File: config.mk
export PLATFORM = sky130hd
export DESIGN_NAME = crc_checked_frame_receiver_top
export DESIGN_NICKNAME = d
export VERILOG_FILES = /design/src/hw/rtl/crcfr_pkg.sv /design/src/hw/rtl/crcfr_crc_unit.sv /design/src/hw/rtl/crcfr_frame_store.sv /design/src/hw/rtl/crc_checked_frame_receiver_top.sv
export SDC_FILE = /design/constraint.sdc
export NUM_CORES = 1
export LEC_CHECK = 0
export BUFFER_PORTS_ARGS = -buffer_cell sky130_fd_sc_hd__buf_2
export CAP_MARGIN = 10
export CORE_MARGIN = 5
export CORE_UTILIZATION = 63
export CTS_BUF_LIST = sky130_fd_sc_hd__clkbuf_4 sky130_fd_sc_hd__clkbuf_8
export CTS_CLUSTER_SIZE = 10
export DETAILED_ROUTE_END_ITERATION = 16
export PLACE_DENSITY = 0.8
export SYNTH_ARGS = -nofsm -noshare
export SYNTH_HDL_FRONTEND = slang
export SYNTH_HIERARCHICAL = 1
export SYNTH_SLANG_ARGS = --single-unit
File: constraint.sdc
create_clock -name clk -period 9.4 [get_ports clk]
set_input_delay 0.94 -clock clk [delete_from_list [all_inputs] [get_ports clk]]
set_output_delay 0.94 -clock clk [all_outputs]
set_load 0.005 [all_outputs]
File: src/hw/rtl/crcfr_pkg.sv
// ----------------------------------------------------------------------------
// crcfr_pkg
// Shared constants and types of the CRC-checked frame receiver.
// ----------------------------------------------------------------------------
package crcfr_pkg;

  localparam int MAX_FRAME = 64;
  localparam int ADDR_W    = $clog2(MAX_FRAME);

  // Header is source id, destination id and length; the trailer is two CRC bytes.
  localparam int HDR_BYTES = 3;
  localparam int LEN_CAP   = MAX_FRAME - 5;

  localparam logic [15:0] CRC_INIT = 16'hFFFF;
  localparam logic [15:0] CRC_POLY = 16'hA001;

  localparam logic [7:0] SOURCE_ID_RESET    = 8'h55;
  localparam logic [7:0] DEST_ID_RESET      = 8'hAA;
  localparam logic [5:0] LENGTH_LIMIT_RESET = 6'd59;

  // Configuration register indexes.
  localparam logic [1:0] REG_SOURCE_ID    = 2'd0;
  localparam logic [1:0] REG_DEST_ID      = 2'd1;
  localparam logic [1:0] REG_LENGTH_LIMIT = 2'd2;

  typedef enum logic [2:0] {
    PH_SRC    = 3'd0,
    PH_DST    = 3'd1,
    PH_LEN    = 3'd2,
    PH_DATA   = 3'd3,
    PH_CRC_LO = 3'd4,
    PH_CRC_HI = 3'd5
  } phase_t;

  typedef enum logic [1:0] {
    ST_IDLE = 2'd0,
    ST_READ = 2'd1,
    ST_SHOW = 2'd2
  } seq_t;

  // Command to the bit-serial CRC unit.
  typedef struct packed {
    logic       start;
    logic       restart;  // seed with CRC_INIT instead of the running value
    logic [7:0] data;
  } crc_ctrl_t;

endpackage

File: src/hw/rtl/crcfr_crc_unit.sv
// ----------------------------------------------------------------------------
// crcfr_crc_unit
// Bit-serial CRC-16/MODBUS engine: one shift step per cycle, eight per byte.
// ----------------------------------------------------------------------------
module crcfr_crc_unit (
  input  logic                clk,
  input  logic                rst,
  input  crcfr_pkg::crc_ctrl_t ctrl,
  output logic                busy,
  output logic [15:0]         crc
);

  logic [2:0]  count;
  logic [15:0] seed;

  assign seed = ctrl.restart ? crcfr_pkg::CRC_INIT : crc;

  always_ff @(posedge clk) begin
    if (rst) begin
      crc   <= crcfr_pkg::CRC_INIT;
      busy  <= 1'b0;
      count <= 3'd0;
    end else if (ctrl.start) begin
      crc   <= seed ^ {8'h00, ctrl.data};
      busy  <= 1'b1;
      count <= 3'd0;
    end else if (busy) begin
      if (crc[0]) begin
        crc <= (crc >> 1) ^ crcfr_pkg::CRC_POLY;
      end else begin
        crc <= crc >> 1;
      end
      count <= count + 3'd1;
      if (count == 3'd7) begin
        busy <= 1'b0;
      end
    end
  end

endmodule

File: src/hw/rtl/crcfr_frame_store.sv
// ----------------------------------------------------------------------------
// crcfr_frame_store
// Frame byte memory: one write port, one read port with registered data.
// ----------------------------------------------------------------------------
module crcfr_frame_store (
  input  logic                         clk,
  input  logic                         we,
  input  logic [crcfr_pkg::ADDR_W-1:0] waddr,
  input  logic [7:0]                   wdata,
  input  logic                         re,
  input  logic [crcfr_pkg::ADDR_W-1:0] raddr,
  output logic [7:0]                   rdata
);

  logic [7:0] mem [crcfr_pkg::MAX_FRAME];

  always_ff @(posedge clk) begin
    if (we) begin
      mem[waddr] <= wdata;
    end
  end

  always_ff @(posedge clk) begin
    if (re) begin
      rdata <= mem[raddr];
    end
  end

endmodule

File: src/hw/rtl/crc_checked_frame_receiver_top.sv
// ----------------------------------------------------------------------------
// crc_checked_frame_receiver_top
// Serial frame receiver with CRC-16/MODBUS check and frame replay.
// ----------------------------------------------------------------------------
// Bytes are taken one item at a time and parsed as source id, destination id,
// length, payload and a two-byte CRC (low byte first). Header and payload
// bytes pass through a bit-serial CRC unit, so such an item holds in_stall
// high while the unit shifts it in; id mismatches, CRC bytes and bad lengths
// cause no such stall. A matching second CRC byte replays the stored frame
// (length + 5 bytes) from memory: each byte is read in ST_READ and shown in
// ST_SHOW until out_stall is low, frame_end marking the last; input is stalled
// throughout. A CRC mismatch drops the frame without output. Configuration
// writes are always ready and must only be issued while the block is idle.
// ----------------------------------------------------------------------------
module crc_checked_frame_receiver_top (
  input  logic       clk,
  input  logic       rst,
  input  logic       in_valid,
  output logic       in_stall,
  input  logic [7:0] in_byte,
  output logic       out_valid,
  input  logic       out_stall,
  output logic [7:0] out_byte,
  output logic       frame_end,
  input  logic       cfg_valid,
  output logic       cfg_ready,
  input  logic [1:0] cfg_index,
  input  logic [7:0] cfg_data
);

  localparam int AW = crcfr_pkg::ADDR_W;

  logic [7:0] source_id;
  logic [7:0] dest_id;
  logic [5:0] length_limit;

  crcfr_pkg::phase_t parse_phase, parse_phase_next;
  crcfr_pkg::seq_t   seq, seq_next;

  logic [AW-1:0] payload_length, payload_length_next;
  logic [AW-1:0] write_position, write_position_next;
  logic [AW-1:0] emit_idx, emit_idx_next;
  logic [AW-1:0] last_idx, last_idx_next;
  logic [7:0]    crc_lo, crc_lo_next;

  crcfr_pkg::crc_ctrl_t crc_ctrl;
  logic        crc_busy;
  logic [15:0] crc_value;

  logic          mem_we;
  logic [AW-1:0] mem_waddr;
  logic          mem_re;
  logic [7:0]    mem_rdata;

  logic          accept;
  logic [AW-1:0] data_end;

  assign cfg_ready = 1'b1;
  assign in_stall  = (seq != crcfr_pkg::ST_IDLE) || crc_busy;
  assign accept    = in_valid && !in_stall;
  assign data_end  = payload_length + AW'(crcfr_pkg::HDR_BYTES);

  assign out_valid = (seq == crcfr_pkg::ST_SHOW);
  assign out_byte  = mem_rdata;
  assign frame_end = (emit_idx == last_idx);
  assign mem_re    = (seq == crcfr_pkg::ST_READ);

  always_ff @(posedge clk) begin
    if (rst) begin
      source_id    <= crcfr_pkg::SOURCE_ID_RESET;
      dest_id      <= crcfr_pkg::DEST_ID_RESET;
      length_limit <= crcfr_pkg::LENGTH_LIMIT_RESET;
    end else if (cfg_valid && cfg_ready) begin
      case (cfg_index)
        crcfr_pkg::REG_SOURCE_ID:    source_id    <= cfg_data;
        crcfr_pkg::REG_DEST_ID:      dest_id      <= cfg_data;
        crcfr_pkg::REG_LENGTH_LIMIT: length_limit <= cfg_data[5:0];
        default: ;
      endcase
    end
  end

  always_ff @(posedge clk) begin
    if (rst) begin
      parse_phase    <= crcfr_pkg::PH_SRC;
      seq            <= crcfr_pkg::ST_IDLE;
      payload_length <= '0;
      write_position <= '0;
      emit_idx       <= '0;
      last_idx       <= '0;
    end else begin
      parse_phase    <= parse_phase_next;
      seq            <= seq_next;
      payload_length <= payload_length_next;
      write_position <= write_position_next;
      emit_idx       <= emit_idx_next;
      last_idx       <= last_idx_next;
    end
  end

  always_ff @(posedge clk) begin
    crc_lo <= crc_lo_next;
  end

  always_comb begin
    parse_phase_next    = parse_phase;
    seq_next            = seq;
    payload_length_next = payload_length;
    write_position_next = write_position;
    emit_idx_next       = emit_idx;
    last_idx_next       = last_idx;
    crc_lo_next         = crc_lo;
    crc_ctrl.start      = 1'b0;
    crc_ctrl.restart    = 1'b0;
    crc_ctrl.data       = in_byte;
    mem_we              = 1'b0;
    mem_waddr           = '0;

    case (seq)
      crcfr_pkg::ST_IDLE: begin
        if (accept) begin
          case (parse_phase)
            crcfr_pkg::PH_SRC: begin
              if (in_byte == source_id) begin
                mem_we           = 1'b1;
                mem_waddr        = AW'(0);
                crc_ctrl.start   = 1'b1;
                crc_ctrl.restart = 1'b1;
                parse_phase_next = crcfr_pkg::PH_DST;
              end
            end
            crcfr_pkg::PH_DST: begin
              if (in_byte == dest_id) begin
                mem_we           = 1'b1;
                mem_waddr        = AW'(1);
                crc_ctrl.start   = 1'b1;
                parse_phase_next = crcfr_pkg::PH_LEN;
              end else begin
                parse_phase_next = crcfr_pkg::PH_SRC;
              end
            end
            crcfr_pkg::PH_LEN: begin
              if (in_byte != 8'd0 && in_byte < {2'b00, length_limit} &&
                  in_byte < 8'(crcfr_pkg::LEN_CAP)) begin
                mem_we              = 1'b1;
                mem_waddr           = AW'(2);
                crc_ctrl.start      = 1'b1;
                payload_length_next = in_byte[AW-1:0];
                write_position_next = AW'(crcfr_pkg::HDR_BYTES);
                parse_phase_next    = crcfr_pkg::PH_DATA;
              end else begin
                parse_phase_next = crcfr_pkg::PH_SRC;
              end
            end
            crcfr_pkg::PH_DATA: begin
              if (write_position < data_end) begin
                mem_we              = 1'b1;
                mem_waddr           = write_position;
                crc_ctrl.start      = 1'b1;
                write_position_next = write_position + AW'(1);
                if (write_position_next == data_end) begin
                  parse_phase_next = crcfr_pkg::PH_CRC_LO;
                end
              end else begin
                parse_phase_next = crcfr_pkg::PH_SRC;
              end
            end
            crcfr_pkg::PH_CRC_LO: begin
              mem_we           = 1'b1;
              mem_waddr        = data_end;
              crc_lo_next      = in_byte;
              parse_phase_next = crcfr_pkg::PH_CRC_HI;
            end
            crcfr_pkg::PH_CRC_HI: begin
              mem_we           = 1'b1;
              mem_waddr        = data_end + AW'(1);
              parse_phase_next = crcfr_pkg::PH_SRC;
              if ({in_byte, crc_lo} == crc_value) begin
                emit_idx_next = '0;
                last_idx_next = data_end + AW'(1);
                seq_next      = crcfr_pkg::ST_READ;
              end
            end
            default: begin
              parse_phase_next = crcfr_pkg::PH_SRC;
            end
          endcase
        end
      end
      crcfr_pkg::ST_READ: begin
        seq_next = crcfr_pkg::ST_SHOW;
      end
      crcfr_pkg::ST_SHOW: begin
        if (!out_stall) begin
          if (emit_idx == last_idx) begin
            seq_next = crcfr_pkg::ST_IDLE;
          end else begin
            emit_idx_next = emit_idx + AW'(1);
            seq_next      = crcfr_pkg::ST_READ;
          end
        end
      end
      default: begin
        seq_next = crcfr_pkg::ST_IDLE;
      end
    endcase
  end

  crcfr_crc_unit u_crc (
    .clk  (clk),
    .rst  (rst),
    .ctrl (crc_ctrl),
    .busy (crc_busy),
    .crc  (crc_value)
  );

  crcfr_frame_store u_store (
    .clk   (clk),
    .we    (mem_we),
    .waddr (mem_waddr),
    .wdata (in_byte),
    .re    (mem_re),
    .raddr (emit_idx),
    .rdata (mem_rdata)
  );

endmodule
== After elaboration in Yosys (flattened, before gate mapping) ==
Memories as Yosys holds them, arrays and structs flattened. A register that Yosys moved wholly into a read port is not among the register bits.
Index checks and enable logic that the tools add are counted.

* Bitwise gates (word level): 2
* Reduce and logical (&&, ||, !) cells: 25
* Equality and inequality tests: 24
* $add $sub $neg: 5
* Multiplexer cells: 48
* $lt $le $gt $ge: 3

{| class="wikitable"
|+ Operators by type and width
! kind !! number
|-
| 16-bit 2-to-1 mux || 4
|-
| 6-bit 2-to-1 mux || 10
|-
| 6-bit case mux with 5 select lines || 1
|-
| 6-bit case mux with 2 select lines || 2
|-
| 2-bit 2-to-1 mux || 10
|-
| 6-bit by 1-bit adder with 6-bit output (second input constant) || 3
|-
| 16-bit equality test || 1
|-
| 8-bit equality test || 2
|-
| 4-bit AND reduction || 4
|-
| 16-bit by 8-bit XOR with 16-bit output || 1
|-
| 3-bit case mux with 5 select lines || 1
|-
| 1-bit 2-to-1 mux || 14
|-
| 2-bit inequality test (second input constant) || 7
|-
| 6-bit equality test || 2
|-
| 3-bit equality test (second input constant) || 3
|-
| 3-bit 2-to-1 mux || 3
|-
| 8-bit by 6-bit less-than comparator with 1-bit output || 1
|-
| 8-bit by 6-bit less-than comparator with 1-bit output (second input constant) || 1
|-
| 2-bit nonzero test || 4
|-
| 8-bit nonzero test || 1
|-
| 6-bit by 2-bit adder with 6-bit output (second input constant) || 1
|-
| 3-bit by 2-bit equality test with 1-bit output (second input constant) || 2
|-
| 6-bit less-than comparator || 1
|-
| 2-bit case mux with 3 select lines || 1
|-
| other kinds (19) || 27
|}

* Memories: 1
* Register bits after elaboration: 79
* Word-level logic and storage cells: 121
* Bits of input ports: 23
* Bits in writable memories: 512

{| class="wikitable"
|+ Memory list
! name !! depth !! bits a word !! rd ports !! clocked after Yosys merged registers in !! wr ports !! line !! source
|-
| u_store.mem || 64 || 8 || 1 || 1 || 1 || crcfr_frame_store.sv:15 || <nowiki>logic [7:0] mem [crcfr_pkg::MAX_FRAME];</nowiki>
|}

== Depth between registers and ports, before layout ==
* Depth in word-level cells: 10
* Gate-level depth with buffers: 17
* Mapped depth without buffers: 14

== Hierarchy ==
Netlist, hierarchy kept.

{| class="wikitable"
|+ By module, submodules not included
! module !! times used !! area an instance (um^2) !! cells an instance !! sequential area each (um^2)
|-
| crcfr_frame_store || 1 || 20176.9 || 957 || 15615.0
|-
| crc_checked_frame_receiver_top || 1 || 3644.7 || 400 || 1261.2
|-
| crcfr_crc_unit || 1 || 1032.2 || 116 || 400.4
|}

== Worst setup path after synthesis ==
OpenSTA, ideal clock, no wires.

* Path type: register -> register
* From: reg payload_length[0]
* To: mem u_store.mem[32][0], enable pin
* Stages on the path, launching flop included: 17
* Arrival: 4.084 ns
* Period minus slack after synthesis: 4.468 ns
* Path buffers: 3
* Slack: 4.932 ns
* Library setup time: 0.383 ns
* Required time: 9.017 ns
* Cells stage by stage: dfxtp_1 buf_6 inv_1 ha_1 nand3b_1 xor2_1 ha_1 a21o_1 a211oi_1 and2_1 clkbuf_1 a22oi_1 nor2_1 clkbuf_1 nand3b_1 or3_1 nor3_1

* Elaborated cells between the ends (all ways): 13
* Classes of those cells: add/sub (2); order compare (1); mux (10)

{| class="wikitable"
|+ RTL lines
! item !! line !! source
|-
| start, declared || crc_checked_frame_receiver_top.sv:40 || <nowiki>logic [AW-1:0] payload_length, payload_length_next;</nowiki>
|-
| start signal, assigned || crc_checked_frame_receiver_top.sv:94 || <nowiki>payload_length <= payload_length_next;</nowiki>
|-
| 6-bit by 2-bit adder with 6-bit output (*) || crc_checked_frame_receiver_top.sv:61 || <nowiki>assign data_end = payload_length + AW'(crcfr_pkg::HDR_BYTES);</nowiki>
|-
| 6-bit less-than comparator || crc_checked_frame_receiver_top.sv:156 || <nowiki>if (write_position < data_end) begin</nowiki>
|-
| 6-bit 2-to-1 mux || crc_checked_frame_receiver_top.sv:156 ||
|-
| 6-bit case mux with 5 select lines (*) || crc_checked_frame_receiver_top.sv:122 || <nowiki>case (parse_phase)</nowiki>
|-
| 6-bit 2-to-1 mux (*) || crc_checked_frame_receiver_top.sv:121 || <nowiki>if (accept) begin</nowiki>
|-
| 6-bit 2-to-1 mux (*) || crc_checked_frame_receiver_top.sv:119 || <nowiki>case (seq)</nowiki>
|-
| net mem_waddr[5] || crc_checked_frame_receiver_top.sv:51 || <nowiki>logic [AW-1:0] mem_waddr;</nowiki>
|-
| end, declared || crcfr_frame_store.sv:15 ||
|}

The timed path passes the listed nets; every way through them passes the cells marked *.

== Final worst setup path ==
* From: reg payload_length[0]
* To: mem u_store.mem[27][3], enable pin

Same word-level chain as after synthesis.

==> flow_summary_export.csv <==
group,metric,value,unit
power_and_ir_drop,internal_power,3.98,mW
drt,vias_per_cell,6.66,
synthesis,ys.flop_type,"edfxtp_1",
finish,fin_area,27100,um2
synthesis,syn_inst,1473,
timing,period_share,0.624,
cts,hold_buffers,0,
timing,rsz0062_at_grt,"false",
power_and_ir_drop,clkPwrFrac,0.402,
finish,num-nets-final,1577,
timing,fmax,0.171,GHz
finish,syn2layout_area_growth,9.12,%
die,die_area,43500,um2
placed_design,port_buffers,33,
synthesis,synth-edff-count,528,
die,core_area,38800,um2
global_route,grt_pass1_wl,85.6,mm
synthesis,synth_top_area_share,0.638,
global_route,grt_max_degree,78,
timing,fin_hold_ws,0.496,ns
timing,slew_headroom,0.148,
cts,post-cts-setup-buffers,0,
synthesis,synth.area.top_cells,"edfxtp_1 (64%), mux4_2 (11%), dfxtp_1 (5.7%), mux2i_1 (2.0%), nor2_1 (1.7%)",
drt,drt_pre_antenna_iters,8,
cts,post_cts_resized,0,
placed_design,dpl.hpwl,35.6,mm
global_route,grt_pass1_vias,13800,
die,die_x,209,um
synthesis,synth_area_leader_cell,"edfxtp_1",
timing,final.min_clock_period,5.86,ns
cts,clkTransAtPathRegs,0.06,ns
finish,drive_above_1_share,0.215,
global_route,grt_overflow,0,
timing,finalWorstSetupSlack,3.54,ns
placed_design,pre_cts_ws,3.59,ns
worst_hold_path,hold_class,"flip-flop to flip-flop",
die,die_h,209,um
drt,routed_wirelength,56.6,mm
cts,numCtsBuffers,89,
global_route,antenna_found_initial,0,
critical_path,crit_type,"flip-flop to flip-flop",
die,pin_count,35,
drt,ant_nets,0,
cts,htree_levels,3,
power_and_ir_drop,p_sw_frac,0.203,
placed_design,gp_congestion,0.925,
critical_path,startpoint_type,"flip-flop",
finish,antennaDiodeCount,0,
synthesis,synth.net_count,1512,
drt,wl_per_cell,26.7,um
cts,clk_latency,0.64,ns
drt,post-route-drc-count,0,
drt,num_vias,14100,
run_status,status,"finished, final reports clean",
critical_path,critPathMaxFanout,12,
finish,fin_util,0.699,
critical_path,worstPathArrival,6.11,ns
timing,tightestPinTransition,1.27,ns
power_and_ir_drop,ir_drop,0.123,mV
flow_run,drv_cap,0,
timing,drv_slew,0,
die,initial_core_util,0.640,
placed_design,dpl_cell_area,25400,um2
power_and_ir_drop,p_sw,1.02,mW
cts,clock-sinks,599,
synthesis,yosysWarnings,6,
cts,cts_root_buffer,"clkbuf_8",
timing,fin_skew,0.0224,ns
power_and_ir_drop,power_frac_seq,0.580,
power_and_ir_drop,power_density,184,nW/um2
global_route,grt_use_total,0.259,
timing,finalHoldViolCount,0,
synthesis,synthDistinctLibCells,77,
timing,setup_violations,0,
drt,drt_iter0_drc,2012,
synthesis,syn_area_per_cell,16.9,um2
power_and_ir_drop,comb_power_share,0.018,
synthesis,yosysSeqAreaShare,0.695,
critical_path,cp.required,9.65,ns
die,fp-row-count,72,
synthesis,synth.cell_area,24900,um2
timing,fin_setup_tns,0,ns
cts,cts_tree,"yes",
critical_path,critical_path.endpoint_type,"flip-flop",
power_and_ir_drop,leakagePower,8.46,nW
synthesis,ys_seq_elements,599,
cts,clk_path_buf_depth,3,
synthesis,ys_async_sr_fraction,0,
worst max-delay path, cell delays in order (launching register included):
cell	delay [ns]
dfxtp_1	0.58
inv_1	0.13
ha_1	0.28
nand3b_1	0.19
xor2_1	0.50
ha_1	0.36
a21o_1	0.18
a211oi_1	0.35
and2_1	0.43
a221oi_1	0.17
nor2_1	0.71
nor2b_1	0.27
nand3_1	0.53
nor2_1	0.80
flip-flops by register name, indices dropped and copies added (netlist names), 2 cells and up:
name            count
u_store/rdata       8
write_position      6
emit_idx            6
u_crc/crc          16
u_store/mem       512
last_idx            6
length_limit        6
crc_lo              8
parse_phase         3
seq                 2
dest_id             8
source_id           8
u_crc/count         3
payload_length      6
final timing paths:
check / start / end / slack (ns) / depth (start not counted)
max: payload_length[0] / u_store/mem[27][3] / 3.54 / 13
min: length_limit[0] / length_limit[0] / 0.50 / 2
max reg2reg: payload_length[0] / u_store/mem[27][3] / 3.54 / 13
min reg2reg: length_limit[0] / length_limit[0] / 0.50 / 2
power by group through the flow:
| stage | logic (mW) | registers [mW] | clock network [mW] |
|---|---|---|---|
| floorplan | 0.0311 | 2.95 | 0 |
| global placement | 0.0878 | 2.95 | 0 |
| detailed placement | 0.0915 | 2.95 | 0 |
| CTS | 0.0914 | 2.90 | 2.04 |
| global route | 0.0984 | 2.89 | 2.17 |
| finish | 0.0901 | 2.90 | 2.01 |
area by class of cell:
class	instances	area [um2]
Clock buffer	128	1560
Fill cell	2362	11700
Inverter	21	78.8
Sequential cell	599	17300
Multi-Input combinational cell	769	7070
Tap cell	518	648
Clock inverter	30	130
Timing Repair Buffer	58	348
per-layer routing:
| metal | track usage | vias to the layer above | share of wire |
|---|---|---|---|
| li1 | - | 5978 | - |
| met1 | 0.380 | 7109 | 0.39 |
| met2 | 0.399 | 937 | 0.48 |
| met3 | 0.0564 | 114 | 0.11 |
| met4 | 0.0837 | 0 | 0.028 |
| met5 | 0 | - | 0 |
stage by stage:
stage	total power [mW]	std cells
after floorplan	2.98	1473
after global placement	3.04	1962
after detailed placement	3.04	1964
after CTS	5.02	2122
after global routing	5.16	2123
final	4.99	2123
cell families (layout without fill, tap and decap cells):
group	Yosys count	in the layout	share of synthesized area
muxes	179	179	0.135
AOI/OAI and AO/OA	182	182	0.0515
buffers and inverters	105	237	0.0207
adders and majority gates	16	16	0.00805
and+or+nand+nor	328	328	0.0652
xor gates and xnor gates	63	63	0.0238
DFF	599	599	0.695
other	1	1	0.000151
cells in the mapped netlist, types with 7 or more instances:
| cell type | number |
|---|---|
| a21oi_1 | 25 |
| buf_4 | 16 |
| a211oi_1 | 7 |
| nor3_1 | 22 |
| o22ai_1 | 27 |
| mux2i_1 | 49 |
| o21ai_0 | 29 |
| nor2_1 | 112 |
| edfxtp_1 | 528 |
| buf_1 | 7 |
| clkbuf_1 | 42 |
| nand3_1 | 36 |
| xnor2_1 | 20 |
| mux4_2 | 125 |
| nor4_1 | 9 |
| buf_2 | 13 |
| nor3b_1 | 10 |
| inv_1 | 20 |
| a31oi_1 | 15 |
| nand2_1 | 51 |
| dfxtp_1 | 71 |
| o21ai_1 | 9 |
| nand2b_1 | 17 |
| ha_1 | 16 |
| nand3b_1 | 9 |
| a22oi_1 | 9 |
| o221ai_1 | 7 |
| xor2_1 | 40 |
| nor2b_1 | 35 |
placed cells by master (no fill, tap or decap), types with 10 or more instances in the layout:
cell	count
a21oi_1	25
a31oi_1	15
buf_2	34
buf_4	23
clkbuf_4	32
clkbuf_8	96
clkinv_1	22
dfxtp_1	68
edfxtp_1	528
ha_1	16
inv_1	20
mux2i_1	49
mux4_2	125
nand2_1	51
nand2b_1	17
nand3_1	36
nor2_1	112
nor2b_1	35
nor3_1	22
nor3b_1	10
o21ai_0	29
o22ai_1	27
xnor2_1	20
xor2_1	40
(Power assumes the default switching activity.)
